<file path="config.mk">
export PLATFORM = sky130hd
export DESIGN_NAME = dmx512_frame_receiver_core_flat
export DESIGN_NICKNAME = d
export VERILOG_FILES = /design/src/hdl/dmxr_pkg.sv /design/src/hdl/dmxr_if.sv /design/src/hdl/dmxr_front.sv /design/src/hdl/dmxr_queue.sv /design/src/hdl/dmxr_exec.sv /design/src/hdl/dmx512_frame_receiver_core.sv /design/src/flat_wrapper.sv
export SDC_FILE = /design/constraint.sdc
export NUM_CORES = 1
export LEC_CHECK = 0
export BUFFER_PORTS_ARGS = -buffer_cell sky130_fd_sc_hd__buf_2
export CAP_MARGIN = 20
export CORE_ASPECT_RATIO = 1.25
export CORE_MARGIN = 2
export CORE_UTILIZATION = 53
export DETAILED_ROUTE_END_ITERATION = 7
export GPL_ROUTABILITY_DRIVEN = 0
export PLACE_DENSITY = 0.76
export SYNTH_ARGS = -nofsm -noshare
export SYNTH_HDL_FRONTEND = slang
export SYNTH_SLANG_ARGS = --single-unit
export TNS_END_PERCENT = 10
</file>
<file path="constraint.sdc">
create_clock -name clk_i -period 7.33 [get_ports clk_i]
set_input_delay 1.0995 -clock clk_i [delete_from_list [all_inputs] [get_ports clk_i]]
set_output_delay 1.0995 -clock clk_i [all_outputs]
set_load 0.005 [all_outputs]
</file>
<file path="src/hdl/dmxr_pkg.sv">
// ---------------------------------------------------------------------------
// DMX512 receiver package
// Widths, event codes, register indexes and the structs shared by the block.
// ---------------------------------------------------------------------------
package dmxr_pkg;

  localparam int unsigned FUNC_W  = 3;
  localparam int unsigned BYTE_W  = 8;
  localparam int unsigned SLOT_W  = 10;
  localparam int unsigned INDEX_W = 9;
  localparam int unsigned CNT_W   = 32;
  localparam int unsigned CFG_W   = 10;

  // Slot counter saturation value.
  localparam logic [SLOT_W-1:0] SLOT_SAT = {SLOT_W{1'b1}};

  // Event queue between the front and the back; a power of two.
  localparam int unsigned QUEUE_DEPTH = 2;
  localparam int unsigned QUEUE_PTR_W = $clog2(QUEUE_DEPTH);
  localparam int unsigned QUEUE_CNT_W = $clog2(QUEUE_DEPTH + 1);

  // Receive event codes on the input channel.
  localparam logic [FUNC_W-1:0] FUNC_BYTE     = 3'd0;
  localparam logic [FUNC_W-1:0] FUNC_BREAK    = 3'd1;
  localparam logic [FUNC_W-1:0] FUNC_OVERFLOW = 3'd2;
  localparam logic [FUNC_W-1:0] FUNC_FRAMING  = 3'd3;
  localparam logic [FUNC_W-1:0] FUNC_DESYNC   = 3'd4;

  // Configuration register indexes.
  localparam logic CFG_START_ADDRESS = 1'b0;
  localparam logic CFG_WINDOW_SIZE   = 1'b1;

  typedef enum logic [2:0] {
    CMD_BYTE,
    CMD_BREAK,
    CMD_OVERFLOW,
    CMD_FRAMING,
    CMD_DESYNC,
    CMD_ABORT
  } cmd_kind_e;

  typedef struct packed {
    cmd_kind_e           kind;
    logic [BYTE_W-1:0]   data;
  } cmd_t;

  typedef struct packed {
    logic                write_enable;
    logic [INDEX_W-1:0]  write_index;
    logic [BYTE_W-1:0]   write_value;
    logic                frame_done;
    logic [SLOT_W-1:0]   frame_length;
    logic [CNT_W-1:0]    break_count;
    logic [CNT_W-1:0]    overflow_count;
    logic [CNT_W-1:0]    error_count;
    logic [CNT_W-1:0]    desync_count;
    logic [CNT_W-1:0]    dimmer_count;
    logic [CNT_W-1:0]    unknown_count;
  } res_t;

endpackage

</file>
<file path="src/hdl/dmxr_if.sv">
// ---------------------------------------------------------------------------
// DMX512 receiver channel interfaces
// Valid/ready channels for receive events and for results.
// ---------------------------------------------------------------------------
interface dmxr_evt_if;
  logic                           valid;
  logic                           ready;
  logic [dmxr_pkg::FUNC_W-1:0]    func;
  logic [dmxr_pkg::BYTE_W-1:0]    data_byte;

  modport source (output valid, output func, output data_byte, input ready);
  modport sink   (input valid, input func, input data_byte, output ready);
endinterface

interface dmxr_res_if;
  logic                           valid;
  logic                           ready;
  logic                           write_enable;
  logic [dmxr_pkg::INDEX_W-1:0]   write_index;
  logic [dmxr_pkg::BYTE_W-1:0]    write_value;
  logic                           frame_done;
  logic [dmxr_pkg::SLOT_W-1:0]    frame_length;
  logic [dmxr_pkg::CNT_W-1:0]     break_count;
  logic [dmxr_pkg::CNT_W-1:0]     overflow_count;
  logic [dmxr_pkg::CNT_W-1:0]     error_count;
  logic [dmxr_pkg::CNT_W-1:0]     desync_count;
  logic [dmxr_pkg::CNT_W-1:0]     dimmer_count;
  logic [dmxr_pkg::CNT_W-1:0]     unknown_count;

  modport source (
    output valid, output write_enable, output write_index, output write_value,
    output frame_done, output frame_length, output break_count,
    output overflow_count, output error_count, output desync_count,
    output dimmer_count, output unknown_count, input ready
  );
  modport sink (
    input valid, input write_enable, input write_index, input write_value,
    input frame_done, input frame_length, input break_count,
    input overflow_count, input error_count, input desync_count,
    input dimmer_count, input unknown_count, output ready
  );
endinterface

</file>
<file path="src/hdl/dmxr_front.sv">
// ---------------------------------------------------------------------------
// DMX512 receiver front end
// Accepts receive events and classifies them into queue commands.
// ---------------------------------------------------------------------------
module dmxr_front (
  input  logic                        evt_valid_i,
  input  logic [dmxr_pkg::FUNC_W-1:0] evt_func_i,
  input  logic [dmxr_pkg::BYTE_W-1:0] evt_data_i,
  output logic                        evt_ready_o,
  input  logic                        queue_full_i,
  output logic                        push_o,
  output dmxr_pkg::cmd_t              cmd_o
);

  assign evt_ready_o = !queue_full_i;
  assign push_o      = evt_valid_i && !queue_full_i;

  // Unused event codes behave like an abort.
  always_comb begin
    cmd_o.data = evt_data_i;
    unique case (evt_func_i)
      dmxr_pkg::FUNC_BYTE:     cmd_o.kind = dmxr_pkg::CMD_BYTE;
      dmxr_pkg::FUNC_BREAK:    cmd_o.kind = dmxr_pkg::CMD_BREAK;
      dmxr_pkg::FUNC_OVERFLOW: cmd_o.kind = dmxr_pkg::CMD_OVERFLOW;
      dmxr_pkg::FUNC_FRAMING:  cmd_o.kind = dmxr_pkg::CMD_FRAMING;
      dmxr_pkg::FUNC_DESYNC:   cmd_o.kind = dmxr_pkg::CMD_DESYNC;
      default:                 cmd_o.kind = dmxr_pkg::CMD_ABORT;
    endcase
  end

endmodule

</file>
<file path="src/hdl/dmxr_queue.sv">
// ---------------------------------------------------------------------------
// DMX512 receiver command queue
// Small first-in first-out buffer between the front and the back end.
// ---------------------------------------------------------------------------
module dmxr_queue (
  input  logic                 clk_i,
  input  logic                 rst_ni,
  input  logic                 push_i,
  input  dmxr_pkg::cmd_t       cmd_i,
  output logic                 full_o,
  input  logic                 pop_i,
  output logic                 valid_o,
  output dmxr_pkg::cmd_t       cmd_o
);

  dmxr_pkg::cmd_t                       mem_q [dmxr_pkg::QUEUE_DEPTH];
  logic [dmxr_pkg::QUEUE_PTR_W-1:0]     wr_ptr_q;
  logic [dmxr_pkg::QUEUE_PTR_W-1:0]     rd_ptr_q;
  logic [dmxr_pkg::QUEUE_CNT_W-1:0]     count_q;
  logic [dmxr_pkg::QUEUE_CNT_W-1:0]     count_d;

  localparam logic [dmxr_pkg::QUEUE_CNT_W-1:0] Depth =
    dmxr_pkg::QUEUE_CNT_W'(dmxr_pkg::QUEUE_DEPTH);

  assign full_o  = (count_q == Depth);
  assign valid_o = (count_q != '0);
  assign cmd_o   = mem_q[rd_ptr_q];

  always_comb begin
    count_d = count_q;
    if (push_i && !pop_i) begin
      count_d = count_q + 1'b1;
    end else if (pop_i && !push_i) begin
      count_d = count_q - 1'b1;
    end
  end

  always_ff @(posedge clk_i or negedge rst_ni) begin
    if (!rst_ni) begin
      wr_ptr_q <= '0;
      rd_ptr_q <= '0;
      count_q  <= '0;
    end else begin
      // Pointers wrap naturally since the depth is a power of two.
      if (push_i) begin
        wr_ptr_q <= wr_ptr_q + 1'b1;
      end
      if (pop_i) begin
        rd_ptr_q <= rd_ptr_q + 1'b1;
      end
      count_q <= count_d;
    end
  end

  always_ff @(posedge clk_i) begin
    if (push_i) begin
      mem_q[wr_ptr_q] <= cmd_i;
    end
  end

endmodule

</file>
<file path="src/hdl/dmxr_exec.sv">
// ---------------------------------------------------------------------------
// DMX512 receiver back end
// Runs the frame state machine, keeps the counters and registers results.
// ---------------------------------------------------------------------------
module dmxr_exec #(
  parameter int unsigned MaxSlots = 512
) (
  input  logic                        clk_i,
  input  logic                        rst_ni,
  input  logic                        cfg_we_i,
  input  logic                        cfg_index_i,
  input  logic [dmxr_pkg::CFG_W-1:0]  cfg_data_i,
  input  logic                        cmd_valid_i,
  input  dmxr_pkg::cmd_t              cmd_i,
  output logic                        pop_o,
  output logic                        res_valid_o,
  input  logic                        res_ready_i,
  output dmxr_pkg::res_t              res_o
);

  localparam logic [1:0] PH_WAIT  = 2'd0;
  localparam logic [1:0] PH_START = 2'd1;
  localparam logic [1:0] PH_DATA  = 2'd2;
  localparam logic [1:0] PH_SKIP  = 2'd3;

  localparam logic [dmxr_pkg::SLOT_W-1:0] MaxSlotsW = dmxr_pkg::SLOT_W'(MaxSlots);
  localparam logic [dmxr_pkg::SLOT_W-1:0] WindowReset =
    dmxr_pkg::SLOT_W'(512);

  logic [dmxr_pkg::CFG_W-1:0]  start_q, window_q;
  logic [1:0]                  phase_q, phase_d;
  logic [dmxr_pkg::SLOT_W-1:0] slot_cnt_q, slot_cnt_d;
  logic [dmxr_pkg::SLOT_W-1:0] stored_q, stored_d;
  logic [dmxr_pkg::CNT_W-1:0]  breaks_q, breaks_d;
  logic [dmxr_pkg::CNT_W-1:0]  ovf_q, ovf_d;
  logic [dmxr_pkg::CNT_W-1:0]  err_q, err_d;
  logic [dmxr_pkg::CNT_W-1:0]  desync_q, desync_d;
  logic [dmxr_pkg::CNT_W-1:0]  dimmer_q, dimmer_d;
  logic [dmxr_pkg::CNT_W-1:0]  other_q, other_d;
  logic                        res_valid_q;
  dmxr_pkg::res_t              res_q, res_d;

  logic [dmxr_pkg::SLOT_W-1:0] slot, rel, limit;
  logic                        in_win;

  // Take a command whenever the result register is free or being drained.
  assign pop_o       = cmd_valid_i && (!res_valid_q || res_ready_i);
  assign res_valid_o = res_valid_q;
  assign res_o       = res_q;

  // Window position of the next data slot.
  always_comb begin
    limit = (window_q > MaxSlotsW) ? MaxSlotsW : window_q;
    slot  = slot_cnt_q + 1'b1;
    if (start_q == '0) begin
      in_win = 1'b1;
      rel    = slot_cnt_q;
    end else begin
      in_win = (slot >= start_q);
      rel    = slot - start_q;
    end
  end

  always_comb begin
    phase_d    = phase_q;
    slot_cnt_d = slot_cnt_q;
    stored_d   = stored_q;
    breaks_d   = breaks_q;
    ovf_d      = ovf_q;
    err_d      = err_q;
    desync_d   = desync_q;
    dimmer_d   = dimmer_q;
    other_d    = other_q;
    res_d      = '0;

    unique case (cmd_i.kind)
      dmxr_pkg::CMD_BYTE: begin
        unique case (phase_q)
          PH_START: begin
            stored_d = '0;
            if (cmd_i.data == '0) begin
              dimmer_d   = dimmer_q + 1'b1;
              phase_d    = PH_DATA;
              slot_cnt_d = '0;
            end else begin
              other_d = other_q + 1'b1;
              phase_d = PH_SKIP;
            end
          end
          PH_DATA: begin
            if (slot_cnt_q != dmxr_pkg::SLOT_SAT) begin
              slot_cnt_d = slot;
              if (in_win && (rel < limit)) begin
                res_d.write_enable = 1'b1;
                res_d.write_index  = rel[dmxr_pkg::INDEX_W-1:0];
                res_d.write_value  = cmd_i.data;
                stored_d           = stored_q + 1'b1;
              end
            end
          end
          PH_WAIT, PH_SKIP: begin
          end
          default: begin
          end
        endcase
      end
      dmxr_pkg::CMD_BREAK: begin
        // The stored count survives the break, so a repeated break reports again.
        breaks_d = breaks_q + 1'b1;
        if (stored_q != '0) begin
          res_d.frame_done   = 1'b1;
          res_d.frame_length = stored_q;
        end
        phase_d = PH_START;
      end
      dmxr_pkg::CMD_OVERFLOW: begin
        ovf_d    = ovf_q + 1'b1;
        phase_d  = PH_WAIT;
        stored_d = '0;
      end
      dmxr_pkg::CMD_FRAMING: begin
        err_d    = err_q + 1'b1;
        phase_d  = PH_WAIT;
        stored_d = '0;
      end
      dmxr_pkg::CMD_DESYNC: begin
        desync_d = desync_q + 1'b1;
        phase_d  = PH_WAIT;
        stored_d = '0;
      end
      default: begin
        phase_d  = PH_WAIT;
        stored_d = '0;
      end
    endcase

    res_d.break_count    = breaks_d;
    res_d.overflow_count = ovf_d;
    res_d.error_count    = err_d;
    res_d.desync_count   = desync_d;
    res_d.dimmer_count   = dimmer_d;
    res_d.unknown_count  = other_d;
  end

  always_ff @(posedge clk_i or negedge rst_ni) begin
    if (!rst_ni) begin
      start_q     <= '0;
      window_q    <= WindowReset;
      phase_q     <= PH_WAIT;
      slot_cnt_q  <= '0;
      stored_q    <= '0;
      breaks_q    <= '0;
      ovf_q       <= '0;
      err_q       <= '0;
      desync_q    <= '0;
      dimmer_q    <= '0;
      other_q     <= '0;
      res_valid_q <= 1'b0;
    end else begin
      if (cfg_we_i) begin
        unique case (cfg_index_i)
          dmxr_pkg::CFG_START_ADDRESS: start_q  <= cfg_data_i;
          dmxr_pkg::CFG_WINDOW_SIZE:   window_q <= cfg_data_i;
          default: begin
          end
        endcase
      end
      if (pop_o) begin
        phase_q    <= phase_d;
        slot_cnt_q <= slot_cnt_d;
        stored_q   <= stored_d;
        breaks_q   <= breaks_d;
        ovf_q      <= ovf_d;
        err_q      <= err_d;
        desync_q   <= desync_d;
        dimmer_q   <= dimmer_d;
        other_q    <= other_d;
      end
      if (pop_o) begin
        res_valid_q <= 1'b1;
      end else if (res_ready_i) begin
        res_valid_q <= 1'b0;
      end
    end
  end

  always_ff @(posedge clk_i) begin
    if (pop_o) begin
      res_q <= res_d;
    end
  end

endmodule

</file>
<file path="src/hdl/dmx512_frame_receiver_core.sv">
// ---------------------------------------------------------------------------
// DMX512 frame receiver core
// Turns a stream of receive events into slot writes, frame reports and
// running statistics counters.
// ---------------------------------------------------------------------------
//
//   Channel   Direction  Payload                                 Handshake
//   evt_i     in         func, data_byte                         valid/ready
//   res_o     out        slot write, frame report, six counters  valid/ready
//   cfg       in         cfg_index_i, cfg_data_i                 cfg_we_i only
//
// One event is taken per clock cycle when nothing stalls, and each event
// yields exactly one result transaction through the command queue and then
// the result register. The rate is set by the back end, which handles one
// command per cycle while the result register is free or being drained.
// Reset clears the state machine, counters and queue; the block is ready
// once reset is released. A stalled result register lets up to three
// events pile up (two queued plus one held) before evt_i.ready drops.
//
module dmx512_frame_receiver_core #(
  parameter int unsigned MaxSlots = 512
) (
  input  logic                        clk_i,
  input  logic                        rst_ni,
  input  logic                        cfg_we_i,
  input  logic                        cfg_index_i,
  input  logic [dmxr_pkg::CFG_W-1:0]  cfg_data_i,
  dmxr_evt_if.sink                    evt_i,
  dmxr_res_if.source                  res_o
);

  dmxr_pkg::cmd_t      front_cmd;
  dmxr_pkg::cmd_t      queue_cmd;
  logic                queue_push;
  logic                queue_full;
  logic                queue_valid;
  logic                queue_pop;
  dmxr_pkg::res_t      res;

  // The front end classifies each event code and pushes it into the queue.
  dmxr_front u_front (
    .evt_valid_i  (evt_i.valid),
    .evt_func_i   (evt_i.func),
    .evt_data_i   (evt_i.data_byte),
    .evt_ready_o  (evt_i.ready),
    .queue_full_i (queue_full),
    .push_o       (queue_push),
    .cmd_o        (front_cmd)
  );

  // The queue lets the front keep accepting while the result side stalls.
  dmxr_queue u_queue (
    .clk_i   (clk_i),
    .rst_ni  (rst_ni),
    .push_i  (queue_push),
    .cmd_i   (front_cmd),
    .full_o  (queue_full),
    .pop_i   (queue_pop),
    .valid_o (queue_valid),
    .cmd_o   (queue_cmd)
  );

  // The back end owns the configuration registers and all frame state.
  dmxr_exec #(
    .MaxSlots (MaxSlots)
  ) u_exec (
    .clk_i       (clk_i),
    .rst_ni      (rst_ni),
    .cfg_we_i    (cfg_we_i),
    .cfg_index_i (cfg_index_i),
    .cfg_data_i  (cfg_data_i),
    .cmd_valid_i (queue_valid),
    .cmd_i       (queue_cmd),
    .pop_o       (queue_pop),
    .res_valid_o (res_o.valid),
    .res_ready_i (res_o.ready),
    .res_o       (res)
  );

  // The result register drives the output channel directly.
  assign res_o.write_enable   = res.write_enable;
  assign res_o.write_index    = res.write_index;
  assign res_o.write_value    = res.write_value;
  assign res_o.frame_done     = res.frame_done;
  assign res_o.frame_length   = res.frame_length;
  assign res_o.break_count    = res.break_count;
  assign res_o.overflow_count = res.overflow_count;
  assign res_o.error_count    = res.error_count;
  assign res_o.desync_count   = res.desync_count;
  assign res_o.dimmer_count   = res.dimmer_count;
  assign res_o.unknown_count  = res.unknown_count;

endmodule

</file>
<file path="src/flat_wrapper.sv">
// flat-port wrapper written by rule: the top's interface ports become plain ports
module dmx512_frame_receiver_core_flat 
#(
  parameter int unsigned MaxSlots = 512
)
  (clk_i, rst_ni, cfg_we_i, cfg_index_i, cfg_data_i, evt_i_valid, evt_i_func, evt_i_data_byte, evt_i_ready, res_o_valid, res_o_write_enable, res_o_write_index, res_o_write_value, res_o_frame_done, res_o_frame_length, res_o_break_count, res_o_overflow_count, res_o_error_count, res_o_desync_count, res_o_dimmer_count, res_o_unknown_count, res_o_ready);
  dmxr_evt_if evt_i_i ();
  dmxr_res_if res_o_i ();
  input  logic clk_i;
  input  logic rst_ni;
  input  logic cfg_we_i;
  input  logic cfg_index_i;
  input  logic [dmxr_pkg::CFG_W-1:0] cfg_data_i;
  input wire logic [$bits(evt_i_i.valid)-1:0] evt_i_valid;
  input wire logic [$bits(evt_i_i.func)-1:0] evt_i_func;
  input wire logic [$bits(evt_i_i.data_byte)-1:0] evt_i_data_byte;
  output wire logic [$bits(evt_i_i.ready)-1:0] evt_i_ready;
  output wire logic [$bits(res_o_i.valid)-1:0] res_o_valid;
  output wire logic [$bits(res_o_i.write_enable)-1:0] res_o_write_enable;
  output wire logic [$bits(res_o_i.write_index)-1:0] res_o_write_index;
  output wire logic [$bits(res_o_i.write_value)-1:0] res_o_write_value;
  output wire logic [$bits(res_o_i.frame_done)-1:0] res_o_frame_done;
  output wire logic [$bits(res_o_i.frame_length)-1:0] res_o_frame_length;
  output wire logic [$bits(res_o_i.break_count)-1:0] res_o_break_count;
  output wire logic [$bits(res_o_i.overflow_count)-1:0] res_o_overflow_count;
  output wire logic [$bits(res_o_i.error_count)-1:0] res_o_error_count;
  output wire logic [$bits(res_o_i.desync_count)-1:0] res_o_desync_count;
  output wire logic [$bits(res_o_i.dimmer_count)-1:0] res_o_dimmer_count;
  output wire logic [$bits(res_o_i.unknown_count)-1:0] res_o_unknown_count;
  input wire logic [$bits(res_o_i.ready)-1:0] res_o_ready;
  assign evt_i_i.valid = evt_i_valid;
  assign evt_i_i.func = evt_i_func;
  assign evt_i_i.data_byte = evt_i_data_byte;
  assign evt_i_ready = evt_i_i.ready;
  assign res_o_valid = res_o_i.valid;
  assign res_o_write_enable = res_o_i.write_enable;
  assign res_o_write_index = res_o_i.write_index;
  assign res_o_write_value = res_o_i.write_value;
  assign res_o_frame_done = res_o_i.frame_done;
  assign res_o_frame_length = res_o_i.frame_length;
  assign res_o_break_count = res_o_i.break_count;
  assign res_o_overflow_count = res_o_i.overflow_count;
  assign res_o_error_count = res_o_i.error_count;
  assign res_o_desync_count = res_o_i.desync_count;
  assign res_o_dimmer_count = res_o_i.dimmer_count;
  assign res_o_unknown_count = res_o_i.unknown_count;
  assign res_o_i.ready = res_o_ready;
  dmx512_frame_receiver_core #(.MaxSlots(MaxSlots)) u_core (.clk_i(clk_i), .rst_ni(rst_ni), .cfg_we_i(cfg_we_i), .cfg_index_i(cfg_index_i), .cfg_data_i(cfg_data_i), .evt_i(evt_i_i), .res_o(res_o_i));
endmodule
</file>
### Word level (Yosys, flattened, before mapping)

Memories as Yosys holds them, arrays and structs flattened.
Index checks and enable logic that the tools add are counted.

| operators by class | value |
|---|---|
| add/subtract/negate cells | 13 |
| shift-type cells | 0 |
| divide/modulo/power cells | 0 |
| eq/ne operators | 18 |
| bitwise logic cells | 2 |
| muxes and demuxes | 32 |
| multiply operators | 0 |
| $lt $le $gt $ge | 3 |
| reductions and logical operators | 27 |

Operator list:

| kind | count |
|---|---|
| 32-bit 2-to-1 mux | 10 |
| 32-bit by 1-bit adder with 32-bit output, second input constant | 6 |
| 10-bit 2-to-1 mux | 6 |
| 10-bit one-hot mux with 2 select lines | 3 |
| 10-bit by 1-bit adder with 10-bit output, second input constant | 2 |
| 18-bit 2-to-1 mux | 1 |
| 3-bit one-hot mux with 5 select lines | 1 |
| 3-bit by 2-bit == test with 1-bit output, second input constant | 4 |
| 11-bit 2-to-1 mux | 1 |
| 10-bit greater-or-equal comparator | 1 |
| 10-bit > comparator, second input constant | 1 |
| 10-bit zero test | 1 |
| 10-bit less-than comparator | 1 |
| 10-bit != test, second input constant | 1 |
| 5-bit AND reduction | 2 |
| 10-bit nonzero test | 1 |
| 10-bit subtractor | 1 |
| 8-bit zero test | 1 |
| 2-bit AND reduction | 4 |
| 2-bit nonzero test | 4 |
| 3-bit by 1-bit == test with 1-bit output, second input constant | 2 |
| 3-bit == test, second input constant | 2 |
| 3-bit zero test | 2 |
| 1-bit 2-to-1 mux | 6 |
| 17 further kinds | 31 |

| storage, ports and cells | value |
|---|---|
| input port bits | 27 |
| bits in writable memories | 22 |
| memories | 1 |
| latch bits | 0 |
| memory bits (read-only) | 0 |
| register bits | 460 |

Memories:

| memory | depth | bits a word | read ports | clocked after memory_dff | wr ports | RTL line | source |
|---|---|---|---|---|---|---|---|
| u_core.u_queue.mem_q | 2 | 11 | 1 | 0 | 1 | dmxr_queue.sv:16 | `dmxr_pkg::cmd_t mem_q [dmxr_pkg::QUEUE_DEPTH];` |

### Longest topological paths before layout

| depth | value |
|---|---|
| word-level depth | 9 |
| gate-level depth with buffers | 20 |
| mapped depth without buffers | 18 |

### Hierarchy

From an unflattened synthesis, not the netlist that was laid out.

| unflattened totals | value |
|---|---|
| cells, all modules | 1872 |
| area, all modules | 22213.8 µm² |

By module, submodules not included:

| module | cells an instance | area an instance (µm²) | instances |
|---|---|---|---|
| dmxr_exec | 1809 | 21106.5 | 1 |
| dmxr_queue | 50 | 1019.7 | 1 |
| dmxr_front | 13 | 87.6 | 1 |

### Least setup slack after synthesis

OpenSTA, ideal clock, no wires.

| timing path | value |
|---|---|
| path kind | input port to flip-flop |
| from | in res_o_ready |
| to | reg u_core.u_exec.phase_q[1] |
| arrival | 8.621 ns |
| setup time | 0.173 ns |
| buffers on the path | 2 |
| stages | 7 |
| slack | -1.464 ns |
| cells stage by stage | nand2b_1 > o21ai_1 > clkinv_1 > clkbuf_1 > buf_1 > a21oi_1 > a21oi_1 |

| between the ends | value |
|---|---|
| cells in the longest elaborated chain, start to end | 3 |

RTL lines:

| what | RTL line | source |
|---|---|---|
| from (decl) | flat_wrapper.sv:30 | `input wire logic [$bits(res_o_i.ready)-1:0] res_o_ready;` |
| 1-bit logical OR | dmxr_exec.sv:47 | `assign pop_o = cmd_valid_i && (!res_valid_q \|\| res_ready_i);` |
| 1-bit logical AND | dmxr_exec.sv:47 |  |
| via u_core.queue_pop | dmx512_frame_receiver_core.sv:37 | `logic queue_pop;` |
| 2-bit AND reduction (no line) | n/a |  |
| to (signal assigned) | dmxr_exec.sv:169 | `phase_q <= phase_d;` |
| to (decl) | dmxr_exec.sv:31 | `logic [1:0] phase_q, phase_d;` |

The timed path passes the listed nets, and every way through them passes these cells.
A chain may end at the register's enable or synchronous reset.

### Worst setup path after layout

| timing path | value |
|---|---|
| from | reg u_core.u_exec.slot_cnt_q[0] in the netlist's numbering |
| to | reg u_core.u_exec.res_q (netlist bit u_core.u_exec.res_o[211]) (data pin) |

| between the ends | value |
|---|---|
| cells in the longest elaborated chain, start to end | 6 |
| elaborated cells between the ends (all ways) | 9 |

RTL lines:

| what | RTL line | source |
|---|---|---|
| from (decl) | dmxr_exec.sv:32 | `logic [dmxr_pkg::SLOT_W-1:0] slot_cnt_q, slot_cnt_d;` |
| from (signal assigned) | dmxr_exec.sv:170 | `slot_cnt_q <= slot_cnt_d;` |
| 10-bit by 1-bit adder with 10-bit output | dmxr_exec.sv:54 | `slot = slot_cnt_q + 1'b1;` |
| 10-bit subtractor | dmxr_exec.sv:60 | `rel = slot - start_q;` |
| 10-bit 2-to-1 mux | dmxr_exec.sv:55 | `if (start_q == '0) begin` |
| 10-bit less-than comparator | dmxr_exec.sv:93 | `if (in_win && (rel < limit)) begin` |
| 1-bit logical AND | dmxr_exec.sv:93 |  |
| 4-bit AND reduction (no line) | n/a |  |
| to (signal assigned) | dmxr_exec.sv:189 | `res_q <= res_d;` |
| to (decl) | dmxr_exec.sv:41 | `dmxr_pkg::res_t res_q, res_d;` |

Parallel ways exist; a longest one is shown, timed or not.

==> metrics.md <==
| Metric | Value |
|---|---|
| Run status | finished clean |
| CTS buffer count | 49 |
| Area grow syn2layout | 15.1% |
| Grt ovf | 0 |
| Via Count | 14600 |
| Hold Crit Class | reg -> reg |
| Count of different cell masters after synthesis | 73 |
| Largest net degree at the start of global routing | ~140 |
| Worst Path Arrival | roughly 5300 ps |
| CTS sink cnt | slightly below 500 |
| Fin Clk Skew | around 13 ps |
| Worst path cell trace | ha_1 > nand3_1 > xnor2_1 > ha_1 > a21o_1 > a21oi_1 > nand2b_1 > a31oi_1 > mux2i_1 > nand3_1 > ha_1 > a21oi_1 > o21ai_0 > a21o_1 > a311o_1 > or3_1 > inv_1 > and2_1 |
| Async S/R FF share, synth | approximately half |
| CTS tree | done |
| P_leak | 11.2 nW |
| Die H | 233 um |
| Worst setup margin | about 2500 ps |
| Final net count | 2171 |
| Post-Syn Area | 22200 sq um |
| Largest area contributor in the netlist | edfxtp_1 |
| CTS Hold Bufs | 0 |
| Most common library cells after synthesis | edfxtp_1 (243), dfrtp_1 (238), xnor2_1 (219) |
| WL final | about 45000 um |
| CTS root buffer | clkbuf_16 |
| Fin cells | roughly 2700 |
| Post-synth EDFFs | 243 |
| CTS-repair resized insts | 0 |
| DR DRC count | 0 |
| Synth top area cells | edfxtp_1 (33%), dfrtp_1 (27%), xnor2_1 (8.6%) |
| Synth warn | 0 |
| Final hold vios | 0 |
| Startpoint Class | flop |
| Setup violators final | 0 |
| Antenna Cells | 0 |
| Most used DFF post-synth | edfxtp_1 |
| H-tree depth | 2 |
| Pre-antenna DRT Iters | 8 |
| Antenna violations before repair | 0 |
| Pwr dens | between 200 and 300 nW/um^2 |
| Fmax | around 210 MHz |
| DP Cell Count | ~2600 |
| CP Class | reg -> reg |
| Multi-input combinational cell area | about 8500 sq um |
| Syn avg cell area | about 12 sq um |
| Slowest cell on the critical path | or3_1 |
| Routed Antenna Nets | 0 |
| Syn nets | between 1500 and 2000 |
| Critical Path Max Stage Delay | roughly 570 ps |
| Avg WL per Cell | roughly 17 um |
| Hold slack | 471 ps |
| VDD IR-drop max | between 0.3 and 0.4 mV |
| Cell with the most instances after synthesis | edfxtp_1 |
| Data required, critical path | around 8000 ps |
| FP Rows | 83 |
| CP dominant cell by count | ha_1 |
| Die area | roughly 44000 sq um |
| Die span in x | between 150 and 200 um |
| Initial Util | between 50% and 60% |
| Clock transition at the registers of the reported paths | around 60 ps |
| Sequential share of the synthesized area | between 50% and 60% |
| Vias per inst | between 5 and 6 |
| Max-cap violations | 0 |
| CP Buf/Inv Count | 1 |
| PnR Total Power | approximately 7.6 mW |
| Core box area | roughly 40000 sq um |
| Top Ports | 250 |
| Synth Instances | 1880 |
| Dpl hpwl | about 31000 um |
| Unrepaired setup endpoints after global routing | false |
| FF/Latch Area | 13300 sq um |
| Worst skew pair latency | around 570 ps |
| Initial DRC Count | between 800 and 900 |
| Slew HR | ~32% |
| I/O Buffers | approximately 250 |
| Crit path max fanout | 14 |
| Least-Margin Pin Slew | between 1000 and 1500 ps |
| Family with the most delay on the worst path | compound AO/OA/AOI/OAI gates |
| Final worst path period share | ~66% |
| Post-place setup slack | ~2600 ps |
| Vias in the first global route | about 14000 |
| Tot GR Track Use | around 21% |
| Crit. End Element | flop |
| FILL cells | roughly 3200 |
| Clk buf depth | 3 |
| Min Tclk post-route | about 4800 ps |
| Setup bufs post-CTS | 0 |
| Setup tns final | 0 ps |
| Final count of pins violating max slew | 0 |
| Synthesis-stage register bit count | around 480 |
| First-pass GRT wire length | about 73000 um |
| Share of post-route cells with drive strength above 1 | between 10% and 20% |
| Top cell type's share of synthesized area | ~33% |
-- area by class of cell --
class	count	area share, %
Clock buffer	67	5.29
Clock inverter	22	1.06
Inverter	38	0.587
Multi-Input combinational cell	1284	33.2
Sequential cell	482	51.9
Tap cell	552	2.70
Timing Repair Buffer	259	5.25
-- placed cells by master, fill, tap and decap left out, drive strengths merged, types with 55 or more instances in the layout --
cell type and instances:
edfxtp 243, nor2 152, nand2 200, clkbuf 67, xnor2 219, nand3 98
nor3 71, dfrtp 238, xor2 172, buf 259, nand4 55
-- worst reg2reg max path, delay by kind of cell, from the launching register on --
kind                       cells  cell delay [ps]
AOI/OAI and AO/OA              7             1560
xor gates and xnor gates       1              180
adders and majority gates      3              870
buffers and inverters          1              250
DFF                            1              440
muxes                          1              240
and+or+nand+nor                5             1150
-- metrics by stage --
step           utilization (%)  area (sq um)
2_1_floorplan                -         22200
3_3_place_gp              58.1         24000
3_5_place_dp              58.1         24000
4_1_cts                   62.0         25600
5_1_grt                   62.0         25600
6_report                  62.0         25600
-- report_power, final --
group | leakage (nW) | switching, mW | internal (mW) | total [mW]
Combinational | 4.76 | 0.852 | 0.489 | 1.34
Sequential | 5.61 | 0.257 | 3.50 | 3.76
Clock | 0.784 | 1.01 | 1.50 | 2.51
Total | 11.2 | 2.12 | 5.49 | 7.61
-- layer usage --
metal / vias up / share of wire [%] / global-route usage, %
met5: - / 0 / 0
met4: 0 / 2.7 / 6.47
met3: 90 / 5.3 / 4.21
met2: 356 / 51 / 36.4
met1: 7184 / 41 / 25.8
li1: 6985 / - / -
-- logic make-up after synthesis --
family | synth area share [%]
flip-flops | 59.7
XOR/XNOR | 15.4
buffers and inverters | 2.09
AO/OA/AOI/OAI | 3.00
adder cells (fa/ha/maj) | 1.72
AND/OR/NAND/NOR | 16.7
multiplexers | 1.36
-- final timing paths --
check / startpoint / endpoint / slack (ps) / depth (start not counted)
max reg2reg: u_core.u_exec.slot_cnt_q[0]$_DFFE_PN0P_ / u_core.u_exec.res_o[211]$_SDFFCE_PN0P_ / 2500 / 18
max: u_core.u_exec.slot_cnt_q[0]$_DFFE_PN0P_ / u_core.u_exec.res_o[211]$_SDFFCE_PN0P_ / 2500 / 18
min reg2reg: u_core.u_exec.err_q[20]$_DFFE_PN0P_ / u_core.u_exec.err_q[20]$_DFFE_PN0P_ / 470 / 1
min in group asynchronous: rst_ni / u_core.u_exec.other_q[3]$_DFFE_PN0P_ / 520 / 1
min: u_core.u_exec.err_q[20]$_DFFE_PN0P_ / u_core.u_exec.err_q[20]$_DFFE_PN0P_ / 470 / 1
max in group asynchronous: rst_ni / u_core.u_exec.dimmer_q[12]$_DFFE_PN0P_ / 5520 / 2
-- sequential cells by signal (all words and copies together), names as in the netlist --
name and cells:
u_core.u_exec.breaks_q 32, u_core.u_exec.start_q 10, u_core.u_exec.res_valid_o 1, u_core.u_exec.slot_cnt_q 10
u_core.u_queue.count_q 2, u_core.u_queue.wr_ptr_q 1, u_core.u_exec.err_q 32, u_core.u_queue.mem_q 22
u_core.u_exec.res_o 221, u_core.u_exec.other_q 32, u_core.u_exec.desync_q 32, u_core.u_exec.window_q 10
u_core.u_exec.phase_q 2, u_core.u_queue.rd_ptr_q 1, u_core.u_exec.ovf_q 32, u_core.u_exec.stored_q 10
u_core.u_exec.dimmer_q 32
Note: power is estimated with default switching activity, not from simulation.
